--- src/rtl/core/aowbm_pkg.sv ---
// Package for the allocate-on-write block map core.
// Holds field widths, status codes and the controller/datapath command and status types.
// Depends on nothing; every other file of the core refers to it by scoped names.
`default_nettype none

package aowbm_pkg;

    // Field widths of the input and result items.
    localparam int FILE_W   = 4;
    localparam int OFFSET_W = 28;
    localparam int SECTOR_W = 23;
    localparam int STATUS_W = 2;

    // Geometry: 16 files, 256 logical blocks of 1 MiB per file, 4096 physical blocks.
    localparam int MAX_FILES   = 16;
    localparam int LBLK_W      = 8;
    localparam int BLOCK_SHIFT = 20;
    localparam int SECTOR_SHIFT = 9;
    localparam int PBLK_W      = 12;
    localparam int IDX_W       = FILE_W + LBLK_W;
    localparam int MAP_DEPTH   = 1 << IDX_W;
    localparam int FCOUNT_W    = 9;

    // Offset bits inside one block that reach the sector address.
    localparam int INBLK_SEC_W = BLOCK_SHIFT - SECTOR_SHIFT;

    // Highest block number that is never handed out.
    localparam logic [PBLK_W-1:0] ALLOC_LIMIT = {PBLK_W{1'b1}};

    // Result status codes.
    localparam logic [STATUS_W-1:0] STATUS_OK       = 2'd0;
    localparam logic [STATUS_W-1:0] STATUS_UNMAPPED = 2'd1;
    localparam logic [STATUS_W-1:0] STATUS_FULL     = 2'd2;

    // Commands from the controller to the datapath.
    typedef struct packed {
        logic clear_step;
        logic load;
        logic commit;
    } aowbm_cmd_t;

    // Status from the datapath to the controller.
    typedef struct packed {
        logic clear_last;
        logic out_blocked;
    } aowbm_stat_t;

endpackage

`default_nettype wire

--- src/rtl/core/aowbm_ctrl.sv ---
// Controller state machine of the allocate-on-write block map core.
// Sequences the clearing pass, item acceptance and result commit.
// Depends on aowbm_pkg for the command and status types.
`default_nettype none

module aowbm_ctrl (
    input  wire logic                clk,
    input  wire logic                rst_n,
    input  wire logic                in_valid,
    output      logic                in_stall,
    input  wire aowbm_pkg::aowbm_stat_t stat,
    output      aowbm_pkg::aowbm_cmd_t  cmd
);

    localparam logic [1:0] S_CLEAR = 2'd0;
    localparam logic [1:0] S_IDLE  = 2'd1;
    localparam logic [1:0] S_LOOK  = 2'd2;

    logic [1:0] state_reg;
    logic [1:0] state_next;

    // Commands follow directly from the state and the handshakes.
    always_comb
    begin
        cmd.clear_step = (state_reg == S_CLEAR);
        cmd.load       = (state_reg == S_IDLE) && in_valid;
        cmd.commit     = (state_reg == S_LOOK) && !stat.out_blocked;
    end

    assign in_stall = (state_reg != S_IDLE);

    // Next-state logic.
    always_comb
    begin
        state_next = state_reg;
        case (state_reg)
            S_CLEAR:
            begin
                if (stat.clear_last)
                begin
                    state_next = S_IDLE;
                end
            end
            S_IDLE:
            begin
                if (in_valid)
                begin
                    state_next = S_LOOK;
                end
            end
            S_LOOK:
            begin
                if (!stat.out_blocked)
                begin
                    state_next = S_IDLE;
                end
            end
            default:
            begin
                state_next = S_CLEAR;
            end
        endcase
    end

    // State register; reset starts the clearing pass.
    always_ff @(posedge clk or negedge rst_n)
    begin
        if (!rst_n)
        begin
            state_reg <= S_CLEAR;
        end
        else
        begin
            state_reg <= state_next;
        end
    end

endmodule

`default_nettype wire

--- config.mk ---
export PLATFORM = sky130hd
export DESIGN_NAME = aowbm_ctrl
export DESIGN_NICKNAME = d
export VERILOG_FILES = /design/src/rtl/core/aowbm_pkg.sv /design/src/rtl/core/aowbm_ctrl.sv
export SDC_FILE = /design/constraint.sdc
export NUM_CORES = 1
export LEC_CHECK = 0
export ABC_AREA = 1
export BUFFER_PORTS_ARGS = -buffer_cell sky130_fd_sc_hd__buf_2
export CAP_MARGIN = 15
export CORE_AREA = 5 5 42 44
export DETAILED_ROUTE_END_ITERATION = 12
export DIE_AREA = 0 0 47 49
export HOLD_SLACK_MARGIN = 0.02
export PLACE_DENSITY = 0.36
export SYNTH_ARGS = -nofsm -noshare
export SYNTH_HDL_FRONTEND = slang
export SYNTH_SLANG_ARGS = --single-unit
--- constraint.sdc ---
create_clock -name clk -period 1.1 [get_ports clk]
set_clock_uncertainty 0.05 [all_clocks]
set_input_delay 0 -clock clk [delete_from_list [all_inputs] [get_ports clk]]
set_output_delay 0 -clock clk [all_outputs]
set_load 0.01 [all_outputs]
==> results of run 1 <==
[final cells by class]
type,instances,area [um2]
sequential,2,51.3
multi-input combinational,10,55.1
tap,16,20.0
clock buffer,3,22.5
fill,179,1170
inverter,4,15.0
timing repair buffer,11,67.6
[per-layer routing]
| metal | part of all wire (%) | up-vias | GRT usage [%] |
|---|---|---|---|
| met5 | 0 | - | 0 |
| met4 | 0 | 0 | 5.53 |
| met3 | 9.3 | 0 | 2.58 |
| met2 | 46 | 5 | 3.62 |
| met1 | 44 | 62 | 3.74 |
| li1 | - | 76 | - |
[how the worst max path moves through the flow]
stage / slack, ns / cells past startpoint / from / endpoint
floorplan: 0.14 / 4 / state_reg[0] / state_reg[0]
global placement: 0.19 / 3 / state_reg[0] / state_reg[0]
detailed placement: 0.19 / 4 / state_reg[0] / state_reg[0]
CTS: 0.04 / 4 / state_reg[1] / cmd[1]
global route: -0.02 / 4 / state_reg[1] / cmd[1]
finish: 0.06 / 2 / state_reg[0] / cmd[0]
[cells in the mapped netlist]
master and number:
dfrtp_1 2, inv_1 4, nand2_1 3, nand3_1 1
nor2_1 3, nor3_1 1, o21ai_0 1, o21bai_1 1
[power by group through the flow]
stage / clock network [W] / registers (W) / logic (W)
after floorplan: 0 / 0.000139 / 0.000136
after global placement: 0 / 0.000145 / 0.000226
after detailed placement: 0 / 0.000144 / 0.000222
after CTS: 0.000176 / 0.000143 / 0.000228
after global routing: 0.000185 / 0.000175 / 0.000328
final: 0.000163 / 0.000162 / 0.000285
[through the flow]
| stage | setup WS [ns] | total power (W) | TNS [ns] | utilization (%) | area, um2 |
|---|---|---|---|---|---|
| after floorplan | 0.137 | 0.000275 | 0 | - | 110 |
| after global placement | 0.191 | 0.000371 | 0 | 12.1 | 170 |
| after detailed placement | 0.194 | 0.000366 | 0 | 12.1 | 170 |
| after CTS | 0.0390 | 0.000547 | 0 | 15.2 | 213 |
| after global routing | -0.0237 | 0.000688 | -0.0237 | 16.5 | 231 |
| final | 0.0601 | 0.000610 | 0 | 16.5 | 231 |
[kinds of logic (layout without fill, tap and decap cells)]
logic type	count (synthesis)	in the layout	synth area share, %
AOI/OAI and AO/OA	2	2	11.4
buffers and inverters	4	18	13.6
DFF	2	2	45.5
and+or+nand+nor	8	8	29.5
[placed cells by master (no fill, tap or decap), types with 2 or more instances in the layout]
master / Yosys / final
buf_2: 0 / 8
inv_1: 4 / 3
clkbuf_4: 0 / 3
nor2_1: 3 / 2
nand2_1: 3 / 2
dlygate4sd3_1: 0 / 2
[critical path: cells and delay by family, from the launching register on]
| kind | cells | cell delay, ns |
|---|---|---|
| AND/OR/NAND/NOR | 1 | 0.18 |
| flip-flops | 1 | 0.43 |
| buffers and inverters | 1 | 0.15 |
[what timing repair did]
| action | 4_1_cts | 5_1_grt |
|---|---|---|
| endpoints found under the setup margin | 0 | 1 |
| gates resized for setup | 0 | 5 |
| hold endpoints to repair | 3 | 0 |
| setup buffers | 0 | 1 |
| hold buffers | 2 | 0 |
==> impl_metrics.tcl, run 1 <==
set metrics [dict create \
    cts_buffers 3 \
    setup_viol 0 \
    cts.sinks 2 \
    yosysTopAreaCell "dfrtp_1" \
    hp-start "stat[0]" \
    synth.distinct_cells 8 \
    drive_above_1_share_pct 53.3 \
    worst_pin_slew_ns 0.137 \
    combPwrFrac_pct 46.7 \
    clockPowerShare_pct 26.7 \
    synthToLayoutAreaGrowth_pct 110 \
    p_leak_nw 0.128 \
    crit_type "reg -> out" \
    switching_share_pct 38.8 \
    fmax_ghz 0.962 \
    dr.first_iter.drc_count 2 \
    critical_path_required_ns 1.05 \
    grt_max_degree 6 \
    synth.yosys.seq_area_share_pct 45.5 \
    synth_area_um2 110 \
    finalHoldViolCount 0 \
    syn_area_per_cell_um2 6.88 \
    slew_violations 0 \
    clock_latency_ns 0.22 \
    via_count 143 \
    status "complete, no violations" \
    start_util_pct 7.86 \
    clock_path_buffers 2 \
    largest_register_ffs 2 \
    routed_wl_um 343 \
    drv_cap 0 \
    dp.cells 40 \
    grt-ovfl-total 0 \
    placement.io_buffers 8 \
    chipWidth_um 47 \
    r2r_start "state_reg[1]" \
    htree_levels 1 \
    p_sw_w 0.000236 \
    fin_crit_sh_pct 94.5 \
    r2r-end "state_reg[0]" \
    wl_per_cell_um 7.46 \
    antennaDiodeCount 0 \
    whs_endpoint "state_reg[1]" \
    crit_path_max_incr_delay_ns 0.43 \
    endpoint_kind "output pin" \
    ant_nets 0 \
    period_minus_slack_ns 1.04 \
    cts_tree "yes" \
    synthCells 16 \
    final_cells 46 \
    yosysWarningCount 0 \
    slew_headroom_pct 90.8 \
    viasPerCell 3.11 \
    internal_power_w 0.000373 \
    vdd_drop_max_mv 0.628 \
    synth_top_area_share_pct 45.5 \
    grt_first_pass_wirelength_um 531 \
    rsz0062_at_grt "yes" \
    holdCritPathClass "in -> reg" \
    r2r_cells 5 \
    clk_pin_slew_ns 0.03 \
    core-area_um2 1400 \
    antenna_found_initial 0 \
    seq_power_share_pct 26.6 \
    firstDrtPassIters 4 \
    cts-root-buf "clkbuf_4" \
    crit_chain "nor3_1, buf_2" \
    globalplace.congestion 0.604 \
    reg2reg_setup_slack_ns 0.14 \
    hold_slack_ns 0.0323 \
    hpwl_um 252 \
    grt_usage_pct 3.66 \
    critPathMaxFanout 5 \
    cp.arrival_ns 0.99 \
    critPathLaunchType "flop" \
    drc_errors 0 \
    nets 37 \
    syn-num-nets 21 \
    grt_pass1_vias 133 \
    num_rows 14 \
    die_area_um2 2300 \
    crit_slowest_cell "dfrtp_2" \
    p_per_area_nw_per_um2 2630 \
    io_pins 9 \
    ys_ff_latch 2 \
    hold_depth 3 \
    synth.area.top_cells "dfrtp_1 45%, inv_1 14%, nand2_1 10%, nor2_1 10%, o21bai_1 6.8%" \
    dieHeight_um 49 \
]
(Power assumes the default switching activity.)
==> run 2: changes to the inputs <==
- CORE_AREA: 5 5 42 44 -> 2 2 39 41
- DIE_AREA: 0 0 47 49 -> 0 0 41 43
==> impl_metrics.tcl, run 2 (same netlist as run 1, synthesis figures left out) <==
set metrics [dict create \
    via_count 136 \
    p_leak_nw 0.122 \
    core-area_um2 1380 \
    mostFrequentLayoutCells "8 x buf_2, 4 x inv_1, 3 x nor2_1, 3 x clkbuf_4" \
    globalplace.congestion 0.638 \
    holdCritPathClass "in -> reg" \
    start_util_pct 7.96 \
    period_minus_slack_ns 1.05 \
    cts-root-buf "clkbuf_4" \
    clock_latency_ns 0.22 \
    nets 36 \
    endpoint_kind "output pin" \
    drc_errors 0 \
    critPathMaxFanout 5 \
    critPathLaunchType "flop" \
    p_total_w 0.000537 \
    grt_max_degree 6 \
    firstDrtPassIters 4 \
    ant_nets 0 \
    cts_setup_buffers 0 \
    wl_per_cell_um 6.58 \
    hpwl_um 237 \
    drv_cap 0 \
    fmax_ghz 0.948 \
    antennaDiodeCount 0 \
    io_pins 9 \
    slew_violations 0 \
    placement.io_buffers 8 \
    grt-ovfl-total 0 \
    drive_above_1_share_pct 41.4 \
    rsz0062_at_grt "yes" \
    crit_type "reg -> out" \
    antenna_found_initial 0 \
    crit_path_max_incr_delay_ns 0.41 \
    critical_path_required_ns 1.05 \
    largest_register_ffs 2 \
    die_area_um2 1760 \
    htree_levels 1 \
    viasPerCell 3.02 \
    routed_wl_um 296 \
    hold_slack_ns 0.0429 \
    clock_path_buffers 2 \
    chipWidth_um 41 \
    num_rows 14 \
    cp.arrival_ns 1.00 \
    dr.first_iter.drc_count 3 \
    dieHeight_um 43 \
    cp_num_buf_inv 1 \
    clk_pin_slew_ns 0.03 \
    grt_pass1_vias 145 \
    setup_viol 0 \
    nFillCells 160 \
    crit_chain "nor3_1, buf_2" \
    crit_family "flip-flops" \
    cts.sinks 2 \
    slew_headroom_pct 88.8 \
    vdd_drop_max_mv 0.649 \
    worst_pin_slew_ns 0.166 \
    p_per_area_nw_per_um2 2490 \
    cts_tree "yes" \
    final_cell_area_um2 215 \
    status "complete, no violations" \
    fin_crit_sh_pct 95.9 \
    cts_buffers 3 \
    finalHoldViolCount 0 \
    placed_area_um2 170 \
    layout_commonest_cell "buf_2" \
    grt_usage_pct 5.32 \
    grt_first_pass_wirelength_um 538 \
    synthToLayoutAreaGrowth_pct 95.5 \
    crit_slowest_cell "dfrtp_1" \
]
## run 2: cell types whose count changed in the layout (fill, tap and decap cells not counted), sizes merged
cell  delta
buf      -1
## run 2: per-layer routing
layer / global-route usage (%) / wire [um]
met1: 5.45 / 132
met2: 5.63 / 138
met3: 1.57 / 25
met4: 10.0 / 0
met5: 0 / 0
## run 2: final timing paths
check                             start           end  slack (ns)  cells after the start
max                        state_reg[0]        cmd[0]        0.05                      2
min                             stat[0]  state_reg[1]        0.04                      3
max reg2reg                state_reg[0]  state_reg[0]        0.19                      4
min reg2reg                state_reg[0]  state_reg[0]        0.49                      1
max in group asynchronous         rst_n  state_reg[1]        0.86                      2
min in group asynchronous         rst_n  state_reg[0]        0.05                      2
## run 2: cell type report
class | instances | area, um2 | area share [%]
well taps | 16 | 20.0 | 9.30
repair buffers | 10 | 60.1 | 27.9
flip-flops and latches | 2 | 50.0 | 23.3
inverters | 4 | 15.0 | 6.98
clock buffers | 3 | 22.5 | 10.5
multi-input cells | 10 | 47.5 | 22.1
## run 2: worst reg2reg max path, stage by stage, from the launching register on
cell	delay, ns
dfrtp_1	0.41
nor2_1	0.14
nand2_1	0.06
nand2_1	0.06
o21bai_1	0.06
## run 2: power by group
group	switching (W)	internal (W)	leakage [nW]
Sequential	0.0000382	0.000110	0.0246
Clock	0.0000392	0.000120	0.0138
Combinational	0.000130	0.0000990	0.0837
## run 2: metrics by stage
step / utilization (%) / instances / worst slack (ns) / setup TNS [ns]
finish: 15.6 / 45 / 0.0454 / 0
detailed placement: 12.3 / 40 / 0.199 / 0
CTS: 15.4 / 45 / 0.0445 / 0
global route: 15.6 / 45 / -0.00838 / -0.00838
global placement: 12.3 / 40 / 0.198 / 0
floorplan: - / 16 / 0.137 / 0
## run 2: timing repair
action,CTS,global route
endpoints found under the setup margin,0,1
hold buffers,2,0
hold endpoints to repair,4,0
gates resized for setup,0,1
